$ cat src/rtl/core/stp_pkg.sv
// Shared types and constants for the spectrum peak finder.
// Pulled in by every module of the block; depends on nothing.
`timescale 1ns / 1ps
`default_nettype none
package stp_pkg;

	// Default sizes handed to the top level parameters
	localparam int DEPTH_DEF       = 1024;
	localparam int PEAK_COUNT_DEF  = 4;
	localparam int SAMPLE_BITS_DEF = 24;

	// Half window register
	localparam int          HW_W     = 4;
	localparam int          HW_MAX   = 15;
	localparam logic [3:0]  HW_RESET = 4'd9;

	// Sliding window: center plus HW_MAX taps on each side
	localparam int WIN_TAPS = 2 * HW_MAX + 1;
	localparam int TAP_W    = $clog2(WIN_TAPS);

	// Fixed widths of the result fields
	localparam int POS_OUT_W  = 10;
	localparam int RANK_OUT_W = 2;

	// Control bits that travel with one scan read
	typedef struct packed {
		logic valid;      // a read was issued for this slot
		logic pad_zero;   // index is past the end, feed zero
		logic center_ok;  // the center channel may be a peak
	} scan_ctl_t;

endpackage
`default_nettype wire

$ cat src/rtl/core/stp_rank_list.sv
// Sorted list of the largest distinct peak values with first positions.
// Depends on stp_pkg for default sizes.
`timescale 1ns / 1ps
`default_nettype none
module stp_rank_list #(
	parameter int PEAK_COUNT  = stp_pkg::PEAK_COUNT_DEF,
	parameter int SAMPLE_BITS = stp_pkg::SAMPLE_BITS_DEF,
	parameter int POS_BITS    = $clog2(stp_pkg::DEPTH_DEF)
) (
	input  wire                                    clk,
	input  wire                                    arst_n,
	input  wire                                    clear,
	input  wire                                    cand_valid,
	input  wire [SAMPLE_BITS-1:0]                  cand_value,
	input  wire [POS_BITS-1:0]                     cand_pos,
	output logic [PEAK_COUNT-1:0][SAMPLE_BITS-1:0] values,
	output logic [PEAK_COUNT-1:0][POS_BITS-1:0]    positions,
	output logic [PEAK_COUNT-1:0]                  found
);
	import stp_pkg::*;

	logic [PEAK_COUNT-1:0][SAMPLE_BITS-1:0] values_q;
	logic [PEAK_COUNT-1:0][POS_BITS-1:0]    pos_q;
	logic [PEAK_COUNT-1:0]                  found_q;
	logic [PEAK_COUNT-1:0][SAMPLE_BITS-1:0] sh_val;
	logic [PEAK_COUNT-1:0][POS_BITS-1:0]    sh_pos;
	logic [PEAK_COUNT-1:0]                  sh_fnd;
	logic [PEAK_COUNT-1:0]                  gt;
	logic [PEAK_COUNT-1:0]                  eq;
	logic [PEAK_COUNT-1:0]                  gt_prev;
	logic                                   ins;

	// compare the candidate with every entry; gt is a prefix of the list
	always_comb begin
		for (int i = 0; i < PEAK_COUNT; i++) begin
			gt[i] = found_q[i] && (values_q[i] > cand_value);
			eq[i] = found_q[i] && (values_q[i] == cand_value);
		end
	end

	assign gt_prev = (gt << 1) | PEAK_COUNT'(1);
	// equal value already held at a lower position: keep the first one
	assign ins     = cand_valid && !(|eq);

	// entries moved down by one slot
	always_comb begin
		sh_val[0] = cand_value;
		sh_pos[0] = cand_pos;
		sh_fnd[0] = 1'b1;
		for (int i = 1; i < PEAK_COUNT; i++) begin
			sh_val[i] = values_q[i-1];
			sh_pos[i] = pos_q[i-1];
			sh_fnd[i] = found_q[i-1];
		end
	end

	always_ff @(posedge clk or negedge arst_n) begin
		if (!arst_n) begin
			values_q <= '0;
			pos_q    <= '0;
			found_q  <= '0;
		end else if (clear) begin
			values_q <= '0;
			pos_q    <= '0;
			found_q  <= '0;
		end else if (ins) begin
			for (int i = 0; i < PEAK_COUNT; i++) begin
				if (!gt[i]) begin
					if (gt_prev[i]) begin
						values_q[i] <= cand_value;
						pos_q[i]    <= cand_pos;
						found_q[i]  <= 1'b1;
					end else begin
						values_q[i] <= sh_val[i];
						pos_q[i]    <= sh_pos[i];
						found_q[i]  <= sh_fnd[i];
					end
				end
			end
		end
	end

	assign values    = values_q;
	assign positions = pos_q;
	assign found     = found_q;

endmodule
`default_nettype wire

$ cat config.mk
export PLATFORM = sky130hd
export DESIGN_NAME = stp_rank_list
export DESIGN_NICKNAME = d
export VERILOG_FILES = /design/src/rtl/core/stp_pkg.sv /design/src/rtl/core/stp_rank_list.sv
export SDC_FILE = /design/constraint.sdc
export NUM_CORES = 1
export LEC_CHECK = 0
export BUFFER_PORTS_ARGS = -buffer_cell sky130_fd_sc_hd__buf_2
export CAP_MARGIN = 0
export CORE_UTILIZATION = 60
export DETAILED_ROUTE_END_ITERATION = 6
export HOLD_SLACK_MARGIN = 0.1
export PLACE_DENSITY = 0.93
export SLEW_MARGIN = 20
export SYNTH_ARGS = -nofsm -noshare
export SYNTH_HDL_FRONTEND = slang
export SYNTH_SLANG_ARGS = --single-unit
$ cat constraint.sdc
create_clock -name clk -period 4.1 [get_ports clk]
set_clock_uncertainty 0.1 [all_clocks]
set_input_delay 0.615 -clock clk [delete_from_list [all_inputs] [get_ports clk]]
set_output_delay 0.615 -clock clk [all_outputs]
set_load 0.1 [all_outputs]
==> flow_metrics.env <==
export IMPL_rows=42
export IMPL_place_inst=1049
export IMPL_grt_use_total=0.353
export IMPL_synth_cells=717
export IMPL_ant_nets=0
export IMPL_drtIter0Drc=651
export IMPL_routed_wl_um=24700
export IMPL_root_buffer="clkbuf_16"
export IMPL_via_count=7242
export IMPL_viasPerCell=6.71
export IMPL_min_period_ps=3180
export IMPL_clock_latency_ps=430
export IMPL_clk_pin_slew_ps=60
export IMPL_ys_seq_area_frac=0.416
export IMPL_drv_cap=0
export IMPL_grt_max_degree=103
export IMPL_core_area_um2=13500
export IMPL_io_pins=178
export IMPL_powerDensity_nw_per_um2=371
export IMPL_synth_ff_type="dfrtp_1"
export IMPL_ctsHoldBuffers=0
export IMPL_first_pass_iters=6
export IMPL_rsz0062_at_grt="false"
export IMPL_io_buffers=177
export IMPL_cp_arrival_ps=3370
export IMPL_crit_type="input pin to register"
export IMPL_p_switching_mw=1.26
export IMPL_syn_nets=851
export IMPL_cts_tree="done"
export IMPL_clock_sinks=140
export IMPL_yosysWarnings=0
export IMPL_drc=0
export IMPL_ys_ff_latch=140
export IMPL_numCtsBuffers=17
export IMPL_period_share=0.775
export IMPL_post_synth_top_area_cell="dfrtp_1"
export IMPL_fmax_mhz=315
export IMPL_die_h_um=120
export IMPL_layout_nets=1026
export IMPL_hpwl_um=17000
export IMPL_die_w_um=120
export IMPL_crit_required_ps=4290
export IMPL_status="complete, no violations"
export IMPL_area_growth_pct=18.6
export IMPL_final_seq_area_um2=3500
export IMPL_hp_class="input pin to asynchronous set/reset pin"
export IMPL_p_leak_nw=5.73
export IMPL_ctsResizeCount=0
export IMPL_synth_edf_count=0
export IMPL_combPwrFrac=0.213
export IMPL_synthesis_area_um2=8420
export IMPL_finalSetupViolCount=0
export IMPL_synth_async_reset_ratio=1.00
export IMPL_p_seq_frac=0.402
export IMPL_h_tree_depth=4
export IMPL_cp_end_kind="register"
export IMPL_n_antenna_cell=0
export IMPL_synth_avg_cell_area_um2=11.7
export IMPL_grt_pass1_vias=7197
export IMPL_p_clk_frac=0.386
export IMPL_multi_input_area_um2=4540
export IMPL_layoutNonFillerInstCount=1080
export IMPL_start_kind="input pin"
export IMPL_grt_pass1_wl_um=39000
export IMPL_p_int_mw=2.45
export IMPL_dieArea_um2=14500
export IMPL_finalHoldViolations=0
export IMPL_drt_wirelength_per_cell_um=22.9
export IMPL_nFillCells=932
export IMPL_slew_viol_final=0
export IMPL_start_util=0.626
export IMPL_drive_above_1_share=0.259
export IMPL_slew_headroom=0.375
export IMPL_synthTopCellsByArea="dfrtp_1, ha_1, mux2i_1"
export IMPL_swShare=0.340
export IMPL_synth_distinct_cells=47
export IMPL_cts_setup_buffers=0
export IMPL_clockBufferDepth=2
export IMPL_ir_drop_uv=271
export IMPL_tightest_slew_ps=937
export IMPL_grt_ovfl_total=0
export IMPL_routabilityCongestion=0.923
export IMPL_antenna_found_initial=0
export IMPL_tns_ps=0
export IMPL_fin_hold_ws_ps=189
export IMPL_yosys_area_top_type_share=0.416
export IMPL_critPathMaxFanout=27
## per-layer routing
| metal | vias up | GRT usage | share of wire | routed length (um) |
|---|---|---|---|---|
| met4 | 0 | 0.158 | 0.037 | 915 |
| met2 | 426 | 0.553 | 0.47 | 11500 |
| met1 | 3576 | 0.470 | 0.41 | 10200 |
| met3 | 91 | 0.0797 | 0.084 | 2090 |
| li1 | 3149 | - | - | - |
| met5 | - | 0 | 0 | 0 |
## final timing paths
check,start,endpoint,slack [ps],cells past startpoint
setup reg to reg,values[23],values[40],930,9
hold / removal,arst_n,values[36],190,1
min in group clk,cand_pos[0],positions[0],350,2
max in group asynchronous,arst_n,positions[31],2820,2
setup / recovery,cand_value[15],values[40],920,11
hold reg to reg,positions[35],positions[35],390,1
## stage by stage
stage	total power [mW]	worst slack, ps	cell area, um^2	utilization
after floorplan	2.07	1020	8420	-
after global placement	2.27	681	9460	0.703
after detailed placement	2.28	652	9460	0.703
after global routing	3.82	767	9990	0.742
final	3.70	923	9990	0.742
after CTS	3.71	987	9990	0.742
## registers in the layout (all words and copies together), names as in the netlist
register,cells
found,4
positions,40
values,96
## worst max-delay path, cell delays in order
cell	delay, ps
buf_2	160
inv_1	130
ha_1	350
a21oi_1	140
o21ai_0	140
a22o_1	300
o41ai_4	310
buf_4	270
buf_4	500
mux2i_1	320
o2bb2ai_1	110
## synth_stat cells (2+ instances only)
library cell	count
a22o_1	35
a21oi_1	43
nand3_1	11
o211ai_1	3
o2bb2ai_1	102
dfrtp_1	140
nor4_2	3
clkbuf_4	2
and2_1	2
a21boi_0	4
a211o_1	2
and4_1	2
nand4_2	2
a21o_1	4
nand4_1	20
nand2_4	2
buf_2	20
buf_4	8
nand2_1	21
buf_6	5
ha_1	96
a21oi_4	3
nor3_1	5
nor2b_1	3
o31a_1	2
inv_1	30
buf_12	3
mux2i_1	103
o21ai_0	12
nor2_1	12
## area by class of cell
class | instances | share of cell area
timing repair buffer | 194 | 0.108
multi-input combinational | 509 | 0.454
inverter | 30 | 0.0113
clock buffer | 24 | 0.0462
clock inverter | 7 | 0.00677
tap | 176 | 0.0221
sequential | 140 | 0.351
## power by group through the flow
stage          registers, mW  clock network (mW)  logic [mW]
2_1_floorplan           1.83                   0       0.242
3_3_place_gp            1.51                   0       0.758
3_5_place_dp            1.51                   0       0.774
4_1_cts                 1.48                1.44       0.781
5_1_grt                 1.49                1.49       0.830
6_report                1.49                1.43       0.787
## kinds of logic after synthesis
| family | Yosys count | synth area share |
|---|---|---|
| flops | 140 | 0.416 |
| simple gates | 86 | 0.0576 |
| mux | 103 | 0.122 |
| fa+ha+maj | 96 | 0.143 |
| compound gates | 224 | 0.213 |
| buf+inv | 68 | 0.0480 |
## cells in the final DEF (no fill, tap or decap), types with 2 or more instances in the layout
master and n:
a21oi_4 3, a21o_1 4, clkinv_4 2, nand3_1 11, a22o_1 35, nor3_1 5
buf_12 5, nand4_1 20, nand2_1 21, buf_2 176, a21oi_1 43, clkbuf_1 6
inv_1 30, clkbuf_16 17, nor2_1 11, o211ai_1 3, nand2_4 2, dfrtp_1 140
mux2i_1 103, buf_4 12, o2bb2ai_1 102, clkinv_2 4, o31a_1 2, and2_1 2
o21ai_0 12, ha_1 96, nand4_2 2, a211o_1 2, nor4_2 3, nor2b_1 3
a21boi_0 4, and4_1 2
Note: power is estimated with default switching activity, not from simulation.
