===== config.mk =====
export PLATFORM = sky130hd
export DESIGN_NAME = stp_peak_window
export DESIGN_NICKNAME = d
export VERILOG_FILES = /design/src/rtl/core/stp_pkg.sv /design/src/rtl/core/stp_peak_window.sv
export SDC_FILE = /design/constraint.sdc
export NUM_CORES = 2
export LEC_CHECK = 0
export ABC_AREA = 0
export BUFFER_PORTS_ARGS = -buffer_cell sky130_fd_sc_hd__buf_4
export CORE_ASPECT_RATIO = 0.6
export CORE_UTILIZATION = 30
export DETAILED_ROUTE_END_ITERATION = 10
export GPL_ROUTABILITY_DRIVEN = 0
export SLEW_MARGIN = 30
export SYNTH_ARGS = -nofsm -noshare
export SYNTH_HDL_FRONTEND = slang
export SYNTH_SLANG_ARGS = --single-unit

===== constraint.sdc =====
create_clock -name clk -period 4.2 [get_ports clk]
set_clock_uncertainty 0.05 [all_clocks]
set_input_delay 0.42 -clock clk [delete_from_list [all_inputs] [get_ports clk]]
set_output_delay 0.42 -clock clk [all_outputs]
set_load 0.05 [all_outputs]

===== src/rtl/core/stp_pkg.sv =====
// Shared types and constants for the spectrum peak finder.
// Pulled in by every module of the block; depends on nothing.
`timescale 1ns / 1ps
`default_nettype none
package stp_pkg;

	// Default sizes handed to the top level parameters
	localparam int DEPTH_DEF       = 1024;
	localparam int PEAK_COUNT_DEF  = 4;
	localparam int SAMPLE_BITS_DEF = 24;

	// Half window register
	localparam int          HW_W     = 4;
	localparam int          HW_MAX   = 15;
	localparam logic [3:0]  HW_RESET = 4'd9;

	// Sliding window: center plus HW_MAX taps on each side
	localparam int WIN_TAPS = 2 * HW_MAX + 1;
	localparam int TAP_W    = $clog2(WIN_TAPS);

	// Fixed widths of the result fields
	localparam int POS_OUT_W  = 10;
	localparam int RANK_OUT_W = 2;

	// Control bits that travel with one scan read
	typedef struct packed {
		logic valid;      // a read was issued for this slot
		logic pad_zero;   // index is past the end, feed zero
		logic center_ok;  // the center channel may be a peak
	} scan_ctl_t;

endpackage
`default_nettype wire


===== src/rtl/core/stp_peak_window.sv =====
// Sliding window over the scanned spectrum and the local maximum test.
// Depends on stp_pkg (scan_ctl_t, window constants).
`timescale 1ns / 1ps
`default_nettype none
module stp_peak_window #(
	parameter int SAMPLE_BITS = stp_pkg::SAMPLE_BITS_DEF,
	parameter int POS_BITS    = $clog2(stp_pkg::DEPTH_DEF)
) (
	input  wire                       clk,
	input  wire                       arst_n,
	input  wire [stp_pkg::HW_W-1:0]   hw,
	input  var  stp_pkg::scan_ctl_t   ctl_s1,
	input  wire [POS_BITS-1:0]        pos_s1,
	input  wire [SAMPLE_BITS-1:0]     rd_data,
	output logic                      active,
	output logic                      cand_valid,
	output logic [SAMPLE_BITS-1:0]    cand_value,
	output logic [POS_BITS-1:0]       cand_pos
);
	import stp_pkg::*;

	logic [WIN_TAPS-1:0][SAMPLE_BITS-1:0] win_q;
	scan_ctl_t                            ctl_s2;
	logic [POS_BITS-1:0]                  pos_s2;
	logic                                 act_s3;
	logic                                 qual_s3;
	logic [SAMPLE_BITS-1:0]               value_s3;
	logic [POS_BITS-1:0]                  pos_s3;
	logic [SAMPLE_BITS-1:0]               center;
	logic [TAP_W-1:0]                     ctr_tap;
	logic [TAP_W-1:0]                     far_tap;
	logic                                 qual;

	// shift line, newest sample at tap 0; past the end shifts in zero
	always_ff @(posedge clk) begin
		if (ctl_s1.valid) begin
			win_q <= {win_q[WIN_TAPS-2:0],
				(ctl_s1.pad_zero ? {SAMPLE_BITS{1'b0}} : rd_data)};
		end
	end

	always_ff @(posedge clk or negedge arst_n) begin
		if (!arst_n) begin
			ctl_s2 <= '0;
		end else begin
			ctl_s2 <= ctl_s1;
		end
	end

	always_ff @(posedge clk) begin
		pos_s2 <= pos_s1;
	end

	// center sits hw taps back; it must beat every tap up to 2*hw
	assign ctr_tap = TAP_W'(hw);
	assign far_tap = {hw, 1'b0};
	assign center  = win_q[ctr_tap];

	always_comb begin
		qual = ctl_s2.center_ok;
		for (int j = 0; j < WIN_TAPS; j++) begin
			if ((TAP_W'(j) != ctr_tap) && (TAP_W'(j) <= far_tap) &&
			    !(center > win_q[j])) begin
				qual = 1'b0;
			end
		end
	end

	// candidate register
	always_ff @(posedge clk or negedge arst_n) begin
		if (!arst_n) begin
			act_s3  <= 1'b0;
			qual_s3 <= 1'b0;
		end else begin
			act_s3  <= ctl_s2.valid;
			qual_s3 <= ctl_s2.valid && qual;
		end
	end

	always_ff @(posedge clk) begin
		value_s3 <= center;
		pos_s3   <= pos_s2;
	end

	assign active     = ctl_s2.valid || act_s3;
	assign cand_valid = qual_s3;
	assign cand_value = value_s3;
	assign cand_pos   = pos_s3;

endmodule
`default_nettype wire


==> summary.txt <==
Worst EP arrival - 5.25 ns
Inst Count DP - 6,467
WL/cell - 21.6 um
Number of enable-type register cells in the synthesized netlist - 744
Worst setup margin - -0.511 ns
P_sw - 7300 uW
Status - finished, violations left
Sequential power share - 40.5%
GRT busiest layer - met1
Count of TritonRoute iterations in the first routing pass - 5
Detailed Route WL - 144,000 um
Crit path largest cell delay - 0.49 ns
Minimum clock period - 4.71 ns
Initial Util - 30.5%
Reg2Reg Depth - 16
RSZ-0062 raised after global routing - yes
Top-area cell type share of the netlist area - 49.5%
Failing checks - negative setup slack
Multi-input logic area - 19,200 um2
Vias in the first global route - 31,100
Slowest stage cell, crit path - mux4_2
Mapped Nets - 4,418
Total GRT Usage - 18.7%
Internal power - 16,100 uW
Met2 Use GR - 21.8%
Clock Path Buffers - 3
Cell family with most CP delay - simple AND/OR/NAND/NOR gates
CP endpoint kind - register
Latest clock arrival within the worst-skew pair - 0.72 ns
Worst R2R Setup Slack - -0.51 ns
Via density - 4.93
Crit Path Max Fanout - 31
DPL Wire Length - 112,000 um
Setup Viol. Count Final - 1
Seq/Total Area, Yosys - 51.7%
FF/Latch Area - 23,300 um2
Largest cells by area after synthesis - edfxtp_1, ha_1, inv_1
Sw Ratio - 31.2%
Power Density - 407 nW/um2
Fill cell count - 14,200
P_leak - 0.0262 uW
Share of cells above drive strength 1 - 24.9%
Worst IR Drop VDD - 0.000310 V
Initial DRC count - 3,464
Critical-path cell list - mux4_2 -> mux4_2 -> buf_4 -> ha_1 -> nand4_1 -> nor4_2 -> buf_4 -> o31ai_1 -> buf_4 -> and3_1 -> a21oi_1 -> buf_4 -> nand2b_1 -> a21oi_1 -> a211oi_1 -> nor4_2
Setup crit start - win_q[347]
Final net count - 5,357
Row count - 109
Rel. slew slack - 27.8%
Setup_tns - -0.511 ns
Total CTS buffers - 81
Cell variety after synth - 63
FFs w/ async S/R, synth - 0.505%
Fmax - 0.212 GHz
Via count - 32,700
H-tree depth - 3
Primary FF master, synth - edfxtp_1
Mapped cell area - 45,100 um2
Root Driver - clkbuf_16
Hold Slack - 0.0155 ns
Logic pwr share - 26.9%
Worst slew pin tran - 1.08 ns
TritonCTS clock tree - built
Synth Register Bits - 792
Clock Sinks - 792
Max Slew Vio Count - 0
Worst path bufs/invs - 4
CTS clk-pin slew, worst paths - 0.06 ns
Pin count of the biggest net entering global routing - 104
Worst reg2reg path startpoint - win_q[347]
First-pass GRT wire length - 207,000 um
Mean Syn Cell Area - 12.4 um2
Met3 Use GR - 9.00%
PortBufs - 78
Setup CP Type - reg2reg
Most used cell, CP - buf_4
Ys Warns - 0
Hold Path Depth - 2
Post-synth top area cell - edfxtp_1
Clock network fraction of design power - 32.7%
Critical path required time - 4.74 ns
Die area - 152,000 um2
Initial antenna violation count - 0
Die width - 503 um
Mapped Cells - 3,631
WP depth - 16
Drt drc - 0
GRT overflow - 0
Post-route antenna net violation count - 0
Core area - 148,000 um2
Layout area overhead - 27.3%
Maxcap violations - 0
Pwr Total - 23,400 uW
Die Ht - 302 um
Hold Path Origin - rd_data[4]
Period utilisation layout - 112%
GRT met1 Usage - 29.8%
HP Class - in2reg
I/O pins - 79
Final hold vios - 0
Place WS - -1.59 ns
Fin cells - 6,638
CP Launch Type - register
[synthesized netlist by cell type (all sizes together) (2+ instances only)]
| cell type | number |
|---|---|
| a2111oi | 10 |
| nand3 | 54 |
| nor3 | 35 |
| nand2 | 123 |
| nor4 | 30 |
| o311ai | 4 |
| a21oi | 292 |
| nor2b | 66 |
| nor2 | 78 |
| o211ai | 34 |
| a22oi | 2 |
| inv | 725 |
| a22o | 3 |
| a211oi | 31 |
| or2 | 3 |
| ha | 744 |
| dfrtp | 4 |
| o31a | 5 |
| a221o | 3 |
| clkbuf | 22 |
| nand4 | 158 |
| o21a | 9 |
| dfxtp | 44 |
| o22ai | 2 |
| and4 | 5 |
| and2 | 2 |
| o211a | 4 |
| mux4 | 120 |
| o31ai | 7 |
| o21ai | 87 |
| edfxtp | 744 |
| a31oi | 7 |
| o21bai | 5 |
| or4 | 7 |
| o2111ai | 4 |
| a21o | 90 |
| and3 | 6 |
| a221oi | 5 |
| nand2b | 10 |
| a21boi | 9 |
| buf | 14 |
| a211o | 6 |
| or3 | 8 |
[metal layers]
metal	vias to the layer above	part of all wire [%]
li1	15400	-
met1	15900	50
met2	1340	34
met3	124	14
met4	0	1.4
met5	-	0
[cell usage in the layout, fill, tap and decap left out, types with 14 or more instances in the layout]
cell type | netlist | routed
buf_4 | 0 | 851
edfxtp_1 | 744 | 744
ha_1 | 744 | 737
inv_1 | 723 | 722
a21oi_1 | 291 | 287
nand4_1 | 158 | 158
nand2_1 | 123 | 122
mux4_2 | 120 | 120
a21o_1 | 90 | 90
clkbuf_16 | 0 | 81
nor2_1 | 78 | 78
o21ai_0 | 77 | 75
nor2b_1 | 66 | 66
nand3_1 | 54 | 54
dfxtp_1 | 44 | 44
o211ai_1 | 34 | 34
nor3_1 | 34 | 32
a211oi_1 | 31 | 31
nor4_1 | 29 | 21
clkinv_1 | 0 | 20
buf_12 | 0 | 19
clkbuf_1 | 22 | 14
[repair_timing]
item / 4_1_cts / 5_1_grt
gates resized for setup: 26 / 18
setup buffers: 3 / 2
hold buffers: 13 / 0
pin swaps: 7 / 6
hold endpoints to repair: 15 / 0
endpoints found under the setup margin: 1 / 1
[layout make-up]
cell class | count | share of cell area (%)
Clock inverter | 55 | 1.06
Sequential cell | 792 | 40.6
Multi-Input combinational cell | 2078 | 33.4
Timing Repair Buffer | 892 | 12.2
Clock buffer | 96 | 3.64
Tap cell | 1998 | 4.35
Inverter | 725 | 4.74
Antenna cell | 2 | 0.00871
[power by group through the flow]
stage,clock [uW],sequential [uW],combinational (uW)
finish,7650,9470,6290
global route,8090,9510,6890
CTS,7790,9470,6140
detailed placement,0,9630,6040
global placement,0,9630,5900
floorplan,0,9660,2900
[flip-flops by register name, summed over array words and instances, names as in the netlist]
name / count
cand_valid: 1
pos_s2: 10
cand_pos: 10
ctl_s2: 2
cand_value: 24
win_q: 744
act_s3: 1
[cells by family (layout without fill, tap and decap cells)]
logic type	after synthesis	in the layout	synth area share [%]
adders and majority gates	744	744	20.6
muxes	120	120	5.99
buffers and inverters	761	1768	6.37
AOI/OAI and AO/OA	627	627	8.49
and+or+nand+nor	587	587	6.87
DFF	792	792	51.7
other	0	2	0
[per-stage QoR]
step           cell area [um2]  util (%)
2_1_floorplan            45300         -
3_3_place_gp             54300      36.7
3_5_place_dp             54400      36.7
4_1_cts                  57300      38.7
5_1_grt                  57500      38.8
6_report                 57500      38.8
[worst paths after layout]
check	to
max reg2reg	cand_valid
min	win_q[4]
min in group asynchronous	cand_valid
min reg2reg	cand_pos[2]
max in group asynchronous	ctl_s2[2]
max	cand_valid
Note: power is estimated with default switching activity, not from simulation.
